$ cat src/hdl/cfpr_pkg.sv
// ----------------------------------------------------------------------------
// cfpr_pkg: shared types and constants of the framed packet receiver
// Parse phase and event codes, the result record and the CRC-8 byte update.
// ----------------------------------------------------------------------------
`default_nettype none

package cfpr_pkg;

	localparam logic [2:0] PH_HUNT = 3'd0;
	localparam logic [2:0] PH_SYNC = 3'd1;
	localparam logic [2:0] PH_CMD  = 3'd2;
	localparam logic [2:0] PH_LEN  = 3'd3;
	localparam logic [2:0] PH_DATA = 3'd4;
	localparam logic [2:0] PH_CHK  = 3'd5;

	localparam logic [2:0] EV_NONE    = 3'd0;
	localparam logic [2:0] EV_DATA    = 3'd1;
	localparam logic [2:0] EV_OK      = 3'd2;
	localparam logic [2:0] EV_CRC_ERR = 3'd3;
	localparam logic [2:0] EV_LEN_ERR = 3'd4;
	localparam logic [2:0] EV_SYNC    = 3'd5;

	localparam logic [7:0] SYNC1_CHAR  = 8'h24;
	localparam logic [7:0] SYNC2_CHAR  = 8'h41;
	localparam logic [7:0] MAGIC0_CHAR = 8'h41;
	localparam logic [7:0] MAGIC1_CHAR = 8'h47;
	localparam logic [7:0] MAGIC2_CHAR = 8'h48;
	localparam logic [7:0] INFO_CMD    = 8'h01;
	localparam logic [7:0] CRC_POLY    = 8'hD5;
	localparam logic [7:0] LEN_SAT     = 8'd127;

	localparam int         INFO_LEN    = 12;
	localparam logic [6:0] INFO_LEN_7  = 7'd12;

	typedef struct packed {
		logic [2:0]  event_res;
		logic [7:0]  frame_cmd;
		logic [6:0]  frame_len;
		logic [7:0]  data_byte;
		logic [5:0]  data_index;
		logic        info_ok;
		logic [7:0]  version_major;
		logic [7:0]  version_minor;
		logic [7:0]  grid_rows;
		logic [7:0]  grid_cols;
		logic [15:0] pixel_width;
		logic [15:0] pixel_height;
	} result_t;

	function automatic logic [7:0] crc8_byte(input logic [7:0] crc, input logic [7:0] b);
		logic [7:0] v;
		v = crc ^ b;
		for (int i = 0; i < 8; i++) begin
			if (v[7]) begin
				v = {v[6:0], 1'b0} ^ CRC_POLY;
			end else begin
				v = {v[6:0], 1'b0};
			end
		end
		return v;
	endfunction

endpackage

`default_nettype wire

$ cat src/hdl/cfpr_parser.sv
// ----------------------------------------------------------------------------
// cfpr_parser: frame parse state and per-byte result logic
// Holds phase, command, length, count, CRC and the first payload bytes;
// forms the result of the byte in the input register.
// ----------------------------------------------------------------------------
`default_nettype none

module cfpr_parser #(
	parameter int MAX_PAYLOAD = 64
) (
	input  wire logic              clk,
	input  wire logic              arst_n,
	input  wire logic              step,
	input  wire logic [7:0]        byte_s1,
	output cfpr_pkg::result_t      res
);

	localparam logic [7:0] MaxLen = 8'(MAX_PAYLOAD);

	logic [2:0] phase_q;
	logic [7:0] cmd_q;
	logic [7:0] crc_q;
	logic [6:0] len_q;
	logic [6:0] count_q;
	logic [7:0] info_q [cfpr_pkg::INFO_LEN];

	logic [2:0] phase_d;
	logic [7:0] cmd_d;
	logic [7:0] crc_d;
	logic [6:0] len_d;
	logic [6:0] count_d;
	logic       info_we;
	logic [7:0] crc_next;
	logic [6:0] count_inc;
	logic       info_match;

	assign crc_next  = cfpr_pkg::crc8_byte(crc_q, byte_s1);
	assign count_inc = count_q + 7'd1;
	assign info_we   = (phase_q == cfpr_pkg::PH_DATA) && (count_q < cfpr_pkg::INFO_LEN_7);
	assign info_match = (cmd_q == cfpr_pkg::INFO_CMD) && (len_q >= cfpr_pkg::INFO_LEN_7)
		&& (info_q[0] == cfpr_pkg::MAGIC0_CHAR) && (info_q[1] == cfpr_pkg::MAGIC1_CHAR)
		&& (info_q[2] == cfpr_pkg::MAGIC2_CHAR);

	always_comb begin
		phase_d = phase_q;
		cmd_d   = cmd_q;
		crc_d   = crc_q;
		len_d   = len_q;
		count_d = count_q;
		res     = '0;
		res.frame_cmd = cmd_q;
		res.frame_len = len_q;
		case (phase_q)
			cfpr_pkg::PH_SYNC: begin
				if (byte_s1 != cfpr_pkg::SYNC2_CHAR) begin
					phase_d = cfpr_pkg::PH_HUNT;
					cmd_d   = '0;
					crc_d   = '0;
					len_d   = '0;
					count_d = '0;
					res.event_res = cfpr_pkg::EV_SYNC;
				end else begin
					phase_d = cfpr_pkg::PH_CMD;
				end
			end
			cfpr_pkg::PH_CMD: begin
				crc_d   = crc_next;
				cmd_d   = byte_s1;
				res.frame_cmd = byte_s1;
				phase_d = cfpr_pkg::PH_LEN;
			end
			cfpr_pkg::PH_LEN: begin
				if (byte_s1 > MaxLen) begin
					res.frame_len = (byte_s1 > cfpr_pkg::LEN_SAT) ? 7'd127 : byte_s1[6:0];
					phase_d = cfpr_pkg::PH_HUNT;
					cmd_d   = '0;
					crc_d   = '0;
					len_d   = '0;
					count_d = '0;
					res.event_res = cfpr_pkg::EV_LEN_ERR;
				end else begin
					crc_d   = crc_next;
					len_d   = byte_s1[6:0];
					count_d = '0;
					res.frame_len = byte_s1[6:0];
					phase_d = (byte_s1 != 8'd0) ? cfpr_pkg::PH_DATA : cfpr_pkg::PH_CHK;
				end
			end
			cfpr_pkg::PH_DATA: begin
				crc_d   = crc_next;
				count_d = count_inc;
				res.event_res  = cfpr_pkg::EV_DATA;
				res.data_byte  = byte_s1;
				res.data_index = count_q[5:0];
				if (count_inc >= len_q) begin
					phase_d = cfpr_pkg::PH_CHK;
				end
			end
			cfpr_pkg::PH_CHK: begin
				if (byte_s1 != crc_q) begin
					res.event_res = cfpr_pkg::EV_CRC_ERR;
				end else begin
					res.event_res = cfpr_pkg::EV_OK;
					if (info_match) begin
						res.info_ok       = 1'b1;
						res.version_major = info_q[3];
						res.version_minor = info_q[4];
						res.grid_rows     = info_q[6];
						res.grid_cols     = info_q[7];
						res.pixel_width   = {info_q[9], info_q[8]};
						res.pixel_height  = {info_q[11], info_q[10]};
					end
				end
				phase_d = cfpr_pkg::PH_HUNT;
				cmd_d   = '0;
				crc_d   = '0;
				len_d   = '0;
				count_d = '0;
			end
			default: begin
				phase_d = (byte_s1 == cfpr_pkg::SYNC1_CHAR) ? cfpr_pkg::PH_SYNC
					: cfpr_pkg::PH_HUNT;
			end
		endcase
	end

	always_ff @(posedge clk or negedge arst_n) begin
		if (!arst_n) begin
			phase_q <= cfpr_pkg::PH_HUNT;
			cmd_q   <= '0;
			crc_q   <= '0;
			len_q   <= '0;
			count_q <= '0;
		end else if (step) begin
			phase_q <= phase_d;
			cmd_q   <= cmd_d;
			crc_q   <= crc_d;
			len_q   <= len_d;
			count_q <= count_d;
		end
	end

	always_ff @(posedge clk) begin
		if (step && info_we) begin
			info_q[count_q[3:0]] <= byte_s1;
		end
	end

endmodule

`default_nettype wire

$ cat src/hdl/crc8_framed_packet_receiver.sv
// ----------------------------------------------------------------------------
// crc8_framed_packet_receiver: framed packet receiver with CRC-8 check
// Input register, frame parser and result register; one result per byte.
// ----------------------------------------------------------------------------
//  channel | signals                          | direction
//  input   | in_valid, in_stall, rx_byte      | byte in
//  output  | out_valid, out_stall, result set | one result per byte out
//
//  One byte transfer per cycle while in_stall is low; a byte's result is registered after its parser step.
//  The rate is set by the combinational parser step between the two registers.
//  Reset returns the parser to preamble hunt and empties both registers.
//  A stalled output holds; the input register still takes one more byte if it is empty.
// ----------------------------------------------------------------------------
`default_nettype none

module crc8_framed_packet_receiver #(
	parameter int MAX_PAYLOAD = 64
) (
	input  wire logic        clk,
	input  wire logic        arst_n,
	input  wire logic        in_valid,
	output logic             in_stall,
	input  wire logic [7:0]  rx_byte,
	output logic             out_valid,
	input  wire logic        out_stall,
	output logic [2:0]       event_res,
	output logic [7:0]       frame_cmd,
	output logic [6:0]       frame_len,
	output logic [7:0]       data_byte,
	output logic [5:0]       data_index,
	output logic             info_ok,
	output logic [7:0]       version_major,
	output logic [7:0]       version_minor,
	output logic [7:0]       grid_rows,
	output logic [7:0]       grid_cols,
	output logic [15:0]      pixel_width,
	output logic [15:0]      pixel_height
);

	logic              valid_s1;
	logic [7:0]        byte_s1;
	logic              out_valid_q;
	cfpr_pkg::result_t res_q;
	cfpr_pkg::result_t res;
	logic              advance;
	logic              load_s1;

	assign advance  = !out_valid_q || !out_stall;
	assign in_stall = valid_s1 && !advance;
	assign load_s1  = in_valid && !in_stall;

	cfpr_parser #(
		.MAX_PAYLOAD(MAX_PAYLOAD)
	) u_parser (
		.clk     (clk),
		.arst_n  (arst_n),
		.step    (valid_s1 && advance),
		.byte_s1 (byte_s1),
		.res     (res)
	);

	always_ff @(posedge clk or negedge arst_n) begin
		if (!arst_n) begin
			valid_s1    <= 1'b0;
			out_valid_q <= 1'b0;
		end else begin
			if (load_s1) begin
				valid_s1 <= 1'b1;
			end else if (advance) begin
				valid_s1 <= 1'b0;
			end
			if (advance) begin
				out_valid_q <= valid_s1;
			end
		end
	end

	always_ff @(posedge clk) begin
		if (load_s1) begin
			byte_s1 <= rx_byte;
		end
		if (advance && valid_s1) begin
			res_q <= res;
		end
	end

	assign out_valid     = out_valid_q;
	assign event_res     = res_q.event_res;
	assign frame_cmd     = res_q.frame_cmd;
	assign frame_len     = res_q.frame_len;
	assign data_byte     = res_q.data_byte;
	assign data_index    = res_q.data_index;
	assign info_ok       = res_q.info_ok;
	assign version_major = res_q.version_major;
	assign version_minor = res_q.version_minor;
	assign grid_rows     = res_q.grid_rows;
	assign grid_cols     = res_q.grid_cols;
	assign pixel_width   = res_q.pixel_width;
	assign pixel_height  = res_q.pixel_height;

endmodule

`default_nettype wire
$ cat config.mk
export PLATFORM = sky130hd
export DESIGN_NAME = crc8_framed_packet_receiver
export DESIGN_NICKNAME = d
export VERILOG_FILES = /design/src/hdl/cfpr_pkg.sv /design/src/hdl/cfpr_parser.sv /design/src/hdl/crc8_framed_packet_receiver.sv
export SDC_FILE = /design/constraint.sdc
export NUM_CORES = 1
export LEC_CHECK = 0
export BUFFER_PORTS_ARGS = -buffer_cell sky130_fd_sc_hd__buf_2
export CELL_PAD_IN_SITES_DETAIL_PLACEMENT = 1
export CELL_PAD_IN_SITES_GLOBAL_PLACEMENT = 1
export CORE_AREA = 2 2 198 200
export DETAILED_ROUTE_END_ITERATION = 10
export DIE_AREA = 0 0 200 202
export HOLD_SLACK_MARGIN = 0.05
export PLACE_DENSITY_LB_ADDON = 0.1
export SKIP_LAST_GASP = 1
export SLEW_MARGIN = 20
export SYNTH_ARGS = -nofsm -noshare
export SYNTH_HDL_FRONTEND = slang
export SYNTH_SLANG_ARGS = --single-unit
$ cat constraint.sdc
create_clock -name clk -period 4.5 [get_ports clk]
set_input_delay 0.9 -clock clk [delete_from_list [all_inputs] [get_ports clk]]
set_output_delay 0.9 -clock clk [all_outputs]
set_load 0.1 [all_outputs]
* Word-level counts from Yosys, hierarchy flattened
Memory sizes are Yosys's and may differ from the RTL's.
Cells that the tools add are included.
** Word-level totals
- Flip-flop bits (word level) :: 140
- Bits in writable memories :: 96
- Bits of input ports :: 12
- Output and inout bits :: 99
- Memories :: 1
** Memories
- u_parser.info_q :: depth 12, bits a word 8, read ports 11, clocked after Yosys merged registers in 0, write ports 1, line cfpr_parser.sv:25 : logic [7:0] info_q [cfpr_pkg::INFO_LEN];
** Operators by class
- $add $sub $neg :: 1
- Magnitude comparators :: 5
- Eq/ne operators :: 15
- Muxes and demuxes :: 36
- Bitwise logic cells :: 11
- Reductions and logical operators :: 29
** Operators by type and width (number)
- 2-to-1 mux 8 bit :: 12
- 2-to-1 mux 65 bit :: 1
- case mux 8 bit (4 select lines) :: 2
- case mux 7 bit (3 select lines) :: 2
- NOT 5 bit :: 8
- 2-to-1 mux 7 bit :: 5
- equality test 8 x 7 -> 1 bit, second input constant :: 3
- > comparator 8 x 7 -> 1 bit, second input constant :: 2
- case mux 3 bit (5 select lines) :: 1
- 2-to-1 mux 3 bit :: 4
- case mux 3 bit (4 select lines) :: 1
- logical AND 1 bit :: 9
- AND reduction 3 bit :: 3
- equality test 8 x 1 -> 1 bit, second input constant :: 1
- equality test 8 x 6 -> 1 bit, second input constant :: 1
- != test 8 x 7 -> 1 bit, second input constant :: 1
- != test 8 bit :: 1
- nonzero test 4 bit :: 2
- nonzero test 8 bit :: 1
- XOR 8 bit :: 1
- adder 7 x 1 -> 7 bit, second input constant :: 1
- greater-or-equal comparator 7 x 4 -> 1 bit, second input constant :: 1
- greater-or-equal comparator 7 bit :: 1
- < comparator 7 x 4 -> 1 bit, second input constant :: 1
- other kinds (16) :: 32

* Depth between registers and ports, before layout
- Word-level depth :: 19
- Depth in mapped cells :: 9
- Mapped depth without buffers :: 7

* By module
A second synthesis with hierarchy kept.
** Unflattened totals
- Cells, all modules :: 569
- Area, all modules :: 8958.6 sq um
** Modules (own cells, without submodules)
- cfpr_parser :: instances 1, cells each 456, area each 5713.0 sq um, seq. area each 3468.3 sq um
- crc8_framed_packet_receiver :: instances 1, cells each 113, area each 3245.6 sq um, seq. area each 3203.1 sq um

* Worst setup path before layout
Ideal clock, no wire load.
- Path type :: reg2reg
- Start point :: register out_valid_q (netlist: out_valid)
- End point :: memory u_parser.info_q[0][0], enable pin
- Library setup time :: 0.332 ns
- Data arrival time :: 4.288 ns
- Data required time :: 4.168 ns
- Setup slack :: -0.120 ns
- Stages on the path, launching flop included :: 6
- Buffers on the path :: 0
- Cell sequence :: dfrtp_1 a21bo_2 inv_1 nand2_1 nor4_1 and2_1
** Between the ends
- Word-level cells in the longest chain between the ends :: 6
** RTL lines
- start: declaration :: line crc8_framed_packet_receiver.sv:42 : logic out_valid_q;
- start signal: assignment :: line crc8_framed_packet_receiver.sv:73 : out_valid_q <= valid_s1;
- zero test 1 bit :: line crc8_framed_packet_receiver.sv:48 : assign advance = !out_valid_q || !out_stall;
- logical OR 1 bit :: line crc8_framed_packet_receiver.sv:48
- logical AND 1 bit :: line crc8_framed_packet_receiver.sv:57 : .step (valid_s1 && advance),
- named net u_parser.step :: line cfpr_parser.sv:13 : input wire logic step,
- logical AND 1 bit :: line cfpr_parser.sv:144 : if (step && info_we) begin
- 2-to-1 mux 1 bit :: line cfpr_parser.sv:144
- 2-to-1 mux 1 bit (implied by the code) :: line cfpr_parser.sv:145 : info_q[count_q[3:0]] <= byte_s1;
- end: declaration :: line cfpr_parser.sv:25
The timed path passes the listed nets, and every way through them passes these cells.

* Worst setup path after layout
- Start point :: register u_parser.phase_q[1]
- End point :: memory u_parser.info_q[11][2], enable pin
** Between the ends
- Word-level cells in the longest chain between the ends :: 5
** RTL lines
- start: declaration :: line cfpr_parser.sv:20 : logic [2:0] phase_q;
- start signal: assignment :: line cfpr_parser.sv:129 : phase_q <= cfpr_pkg::PH_HUNT;
- start signal: assignment :: line cfpr_parser.sv:135 : phase_q <= phase_d;
- equality test 3 bit :: line cfpr_parser.sv:39 : assign info_we = (phase_q == cfpr_pkg::PH_DATA) && (count_q < cfpr_pkg::INFO_LEN_7);
- logical AND 1 bit :: line cfpr_parser.sv:39
- logical AND 1 bit :: line cfpr_parser.sv:144
- 2-to-1 mux 1 bit :: line cfpr_parser.sv:144
- 2-to-1 mux 1 bit (implied by the code) :: line cfpr_parser.sv:145
Every way passes these cells.

==> impl_metrics.env <==
export IMPL_timing_worst_slew_pin_value_ns=0.9407
export IMPL_worst_ep_arrival_time_ns=2.90
export IMPL_critical_path_required_ns=4.68
export IMPL_synth_seq_area_share_pct=70.21
export IMPL_grt_pass1_vias=5948
export IMPL_synth_area_leaders="sky130_fd_sc_hd__edfxtp_1 (61%), sky130_fd_sc_hd__dfrtp_1 (9.2%), sky130_fd_sc_hd__nor3_2 (6.2%)"
export IMPL_nNetsFinal=777
export IMPL_synth_seq_cells=228
export IMPL_die_area_um2=40400
export IMPL_max_freq_mhz=367.2
export IMPL_worst_case_vdd_ir_drop_v=0.0002466
export IMPL_max_slew_margin_pct=37.05
export IMPL_cts_root_buffer_cell="sky130_fd_sc_hd__clkbuf_16"
export IMPL_ys_types=59
export IMPL_clock_sinks=228
export IMPL_io_pin_count=111
export IMPL_power_density_nw_per_um2=563.3
export IMPL_clock_tree_htree_level_count=1
export IMPL_hpwlAfterDp_um=16160
export IMPL_crit_path_max_fanout=20
export IMPL_postSynth_asyncResetShare_pct=15.35
export IMPL_finalHoldViolations=0
export IMPL_synth_warning_count=0
export IMPL_cp_num_buf_inv=0
export IMPL_setup_slack_ns=1.777
export IMPL_wire_per_inst_um=18.74
export IMPL_cpPeakStageDelay_ns=0.72
export IMPL_fin_tns_setup_ns=0
export IMPL_status="complete, no violations"
export IMPL_grt_ovf=0
export IMPL_cell_types_with_the_highest_counts_after_synthesis="sky130_fd_sc_hd__edfxtp_1 (193), sky130_fd_sc_hd__inv_1 (86), sky130_fd_sc_hd__nor3_2 (59)"
export IMPL_grt_antenna_before_repair=0
export IMPL_maxSlewViolCount=0
export IMPL_initial_core_util_pct=24.82
export IMPL_crit_path_end_kind="flip-flop"
export IMPL_pre_cts_slack_ns=1.364
export IMPL_placementRows=72
export IMPL_start_kind="flip-flop"
export IMPL_globalRouteTotalUtil_pct=12.18
export IMPL_drt_vias_per_instance=4.189
export IMPL_synth_edff_count=193
export IMPL_postCtsHoldBufs=0
export IMPL_antenna_cells_inserted=0
export IMPL_drc=0
export IMPL_totalWireLength_um=24200
export IMPL_floorplan_die_width_um=200
export IMPL_cts_setup_buffers=0
export IMPL_tritoncts_num_buffers=27
export IMPL_synth_most_common_cell="sky130_fd_sc_hd__edfxtp_1"
export IMPL_fillerInstances=4067
export IMPL_fin_crit_ns=2.723
export IMPL_holdCritPathClass="flip-flop to flip-flop"
export IMPL_placement_io_buffers=110
export IMPL_critical_path_slowest_cell="sky130_fd_sc_hd__nor4_1"
export IMPL_timing_final_setup_violations=0
export IMPL_synthesized_area_um2=9502
export IMPL_fp_coreArea_um2=38290
export IMPL_clock_skew_final_ns=0.02155
export IMPL_rsz0062_at_grt="false"
export IMPL_layout_area_overhead_vs_synth_pct=21.61
export IMPL_drt_antenna_violating_nets=0
export IMPL_crit_path_cell_trace="nor3b_1 -> nand2_1 -> nor4_1 -> and2_1"
export IMPL_most_used_dff_post_synth="sky130_fd_sc_hd__edfxtp_1"
export IMPL_synth_top_area_cell="sky130_fd_sc_hd__edfxtp_1"
export IMPL_gp_congestion=0.8182
export IMPL_drive_above_1_share_pct=30.14
export IMPL_worstSetupPathType="flip-flop to flip-flop"
export IMPL_max_cap_violations=0
export IMPL_grt_max_degree=71
export IMPL_worst_skew_pair_late_latency_ns=0.53
export IMPL_ctsLongestPathBuffers=3
export IMPL_syn_instance_count=632
export IMPL_global_route_wire_length_before_repair_um=37010
export IMPL_syn_mean_instance_area_um2=15.03
export IMPL_dr_total_vias=5408
export IMPL_leakage_nw=4.344
export IMPL_drtPass1Iterations=4
export IMPL_die_height_um=202
export IMPL_drt_first_iter_violations=339
export IMPL_cts_tree="built"
export IMPL_clock_transition_at_the_registers_of_the_reported_paths_ns=0.06
export IMPL_synth_net_count=656
export IMPL_cell_family_with_the_largest_share_of_critical_path_delay="simple AND/OR/NAND/NOR gates"
export IMPL_post_route_period_util_pct=60.52
export IMPL_synth_top_cell_area_share_pct=61.00
export IMPL_cts_resized=0
==> layer usage <==
layer | wire length, um | global-route usage, % | vias up
li1 | - | - | 2527
met1 | 10770 | 15.83 | 2712
met2 | 11600 | 20.21 | 125
met3 | 1045 | 2.186 | 44
met4 | 788 | 4.471 | 0
met5 | 0 | 0 | -
==> registers in the layout (all words and copies together), names as in the netlist, 8 cells and up <==
name,count
version_major,8
byte_s1,8
grid_rows,8
pixel_height,16
version_minor,8
frame_cmd,8
grid_cols,8
u_parser.crc_q,8
u_parser.cmd_q,8
pixel_width,16
data_byte,8
u_parser.info_q,88
==> path summary, 6_finish.rpt <==
kind | startpoint | endpoint | slack [ns] | depth (start not counted)
setup / recovery | u_parser.phase_q[1] | u_parser.info_q[11][2] | 1.78 | 4
hold / removal | valid_s1 | out_valid | 0.50 | 1
setup reg to reg | u_parser.phase_q[1] | u_parser.info_q[11][2] | 1.78 | 4
hold reg to reg | valid_s1 | out_valid | 0.50 | 1
max in group asynchronous | arst_n | u_parser.len_q[1] | 3.41 | 1
min in group asynchronous | arst_n | u_parser.crc_q[4] | 0.51 | 1
==> worst register-to-register path, delay by kind of cell (launching register included) <==
kind / cells / cell delay [ns]
simple gates: 4 / 1.73
flops: 1 / 0.63
==> where the power goes <==
part | total, mW | switching, mW | internal [mW] | leakage [nW]
Sequential | 2.64 | 0.133 | 2.51 | 2.30
Combinational | 1.66 | 1.17 | 0.484 | 1.61
Clock | 2.21 | 0.835 | 1.38 | 0.441
==> layout by cell type (no fill, tap or decap), drive strengths merged, types with 5 or more instances in the layout <==
cell type and instances:
edfxtp 193, buf 123, inv 86, nor3 73, dfrtp 35, clkbuf 30
and2 23, nand2 19, xnor2 16, o21ai 13, a22o 12, ha 12
a21oi 11, nor2 11, clkinv 11, nand3 8, mux2i 8, o2bb2ai 7
nor4 6, xor2 5, a21o 5, xnor3 5, bufinv 5
==> logic make-up (layout without fill, tap and decap cells) <==
kind of cell	after synthesis	in the layout	share of synthesized area, %
muxes	9	9	0.9613
DFF	228	228	70.21
xor gates and xnor gates	27	27	3.371
adders and majority gates	12	12	1.580
AOI/OAI and AO/OA	67	67	5.096
and+or+nand+nor	172	172	13.23
buffers and inverters	117	258	5.544
==> metrics by stage <==
stage	util, %	cell area, um2	power [mW]	hold WS [ns]	instances
detailed placement	27.66	10590	4.355	0.4957	1240
CTS	30.04	11500	6.614	0.5107	1289
global route	30.18	11550	6.798	0.5269	1291
global placement	27.66	10590	4.331	0.4590	1240
floorplan	-	9505	4.009	0.4407	632
finish	30.18	11550	6.509	0.5000	1291
==> layout make-up <==
| class | instances | area, um2 | area share, % |
|---|---|---|---|
| sequential | 228 | 6671 | 57.74 |
| multi-input combinational | 287 | 2312 | 20.01 |
| timing repair buffer | 123 | 688.2 | 5.956 |
| clock buffer | 30 | 686.9 | 5.945 |
| tap | 518 | 648.1 | 5.609 |
| inverter | 86 | 326.6 | 2.826 |
| clock inverter | 19 | 221.5 | 1.917 |
(Power assumes the default switching activity.)
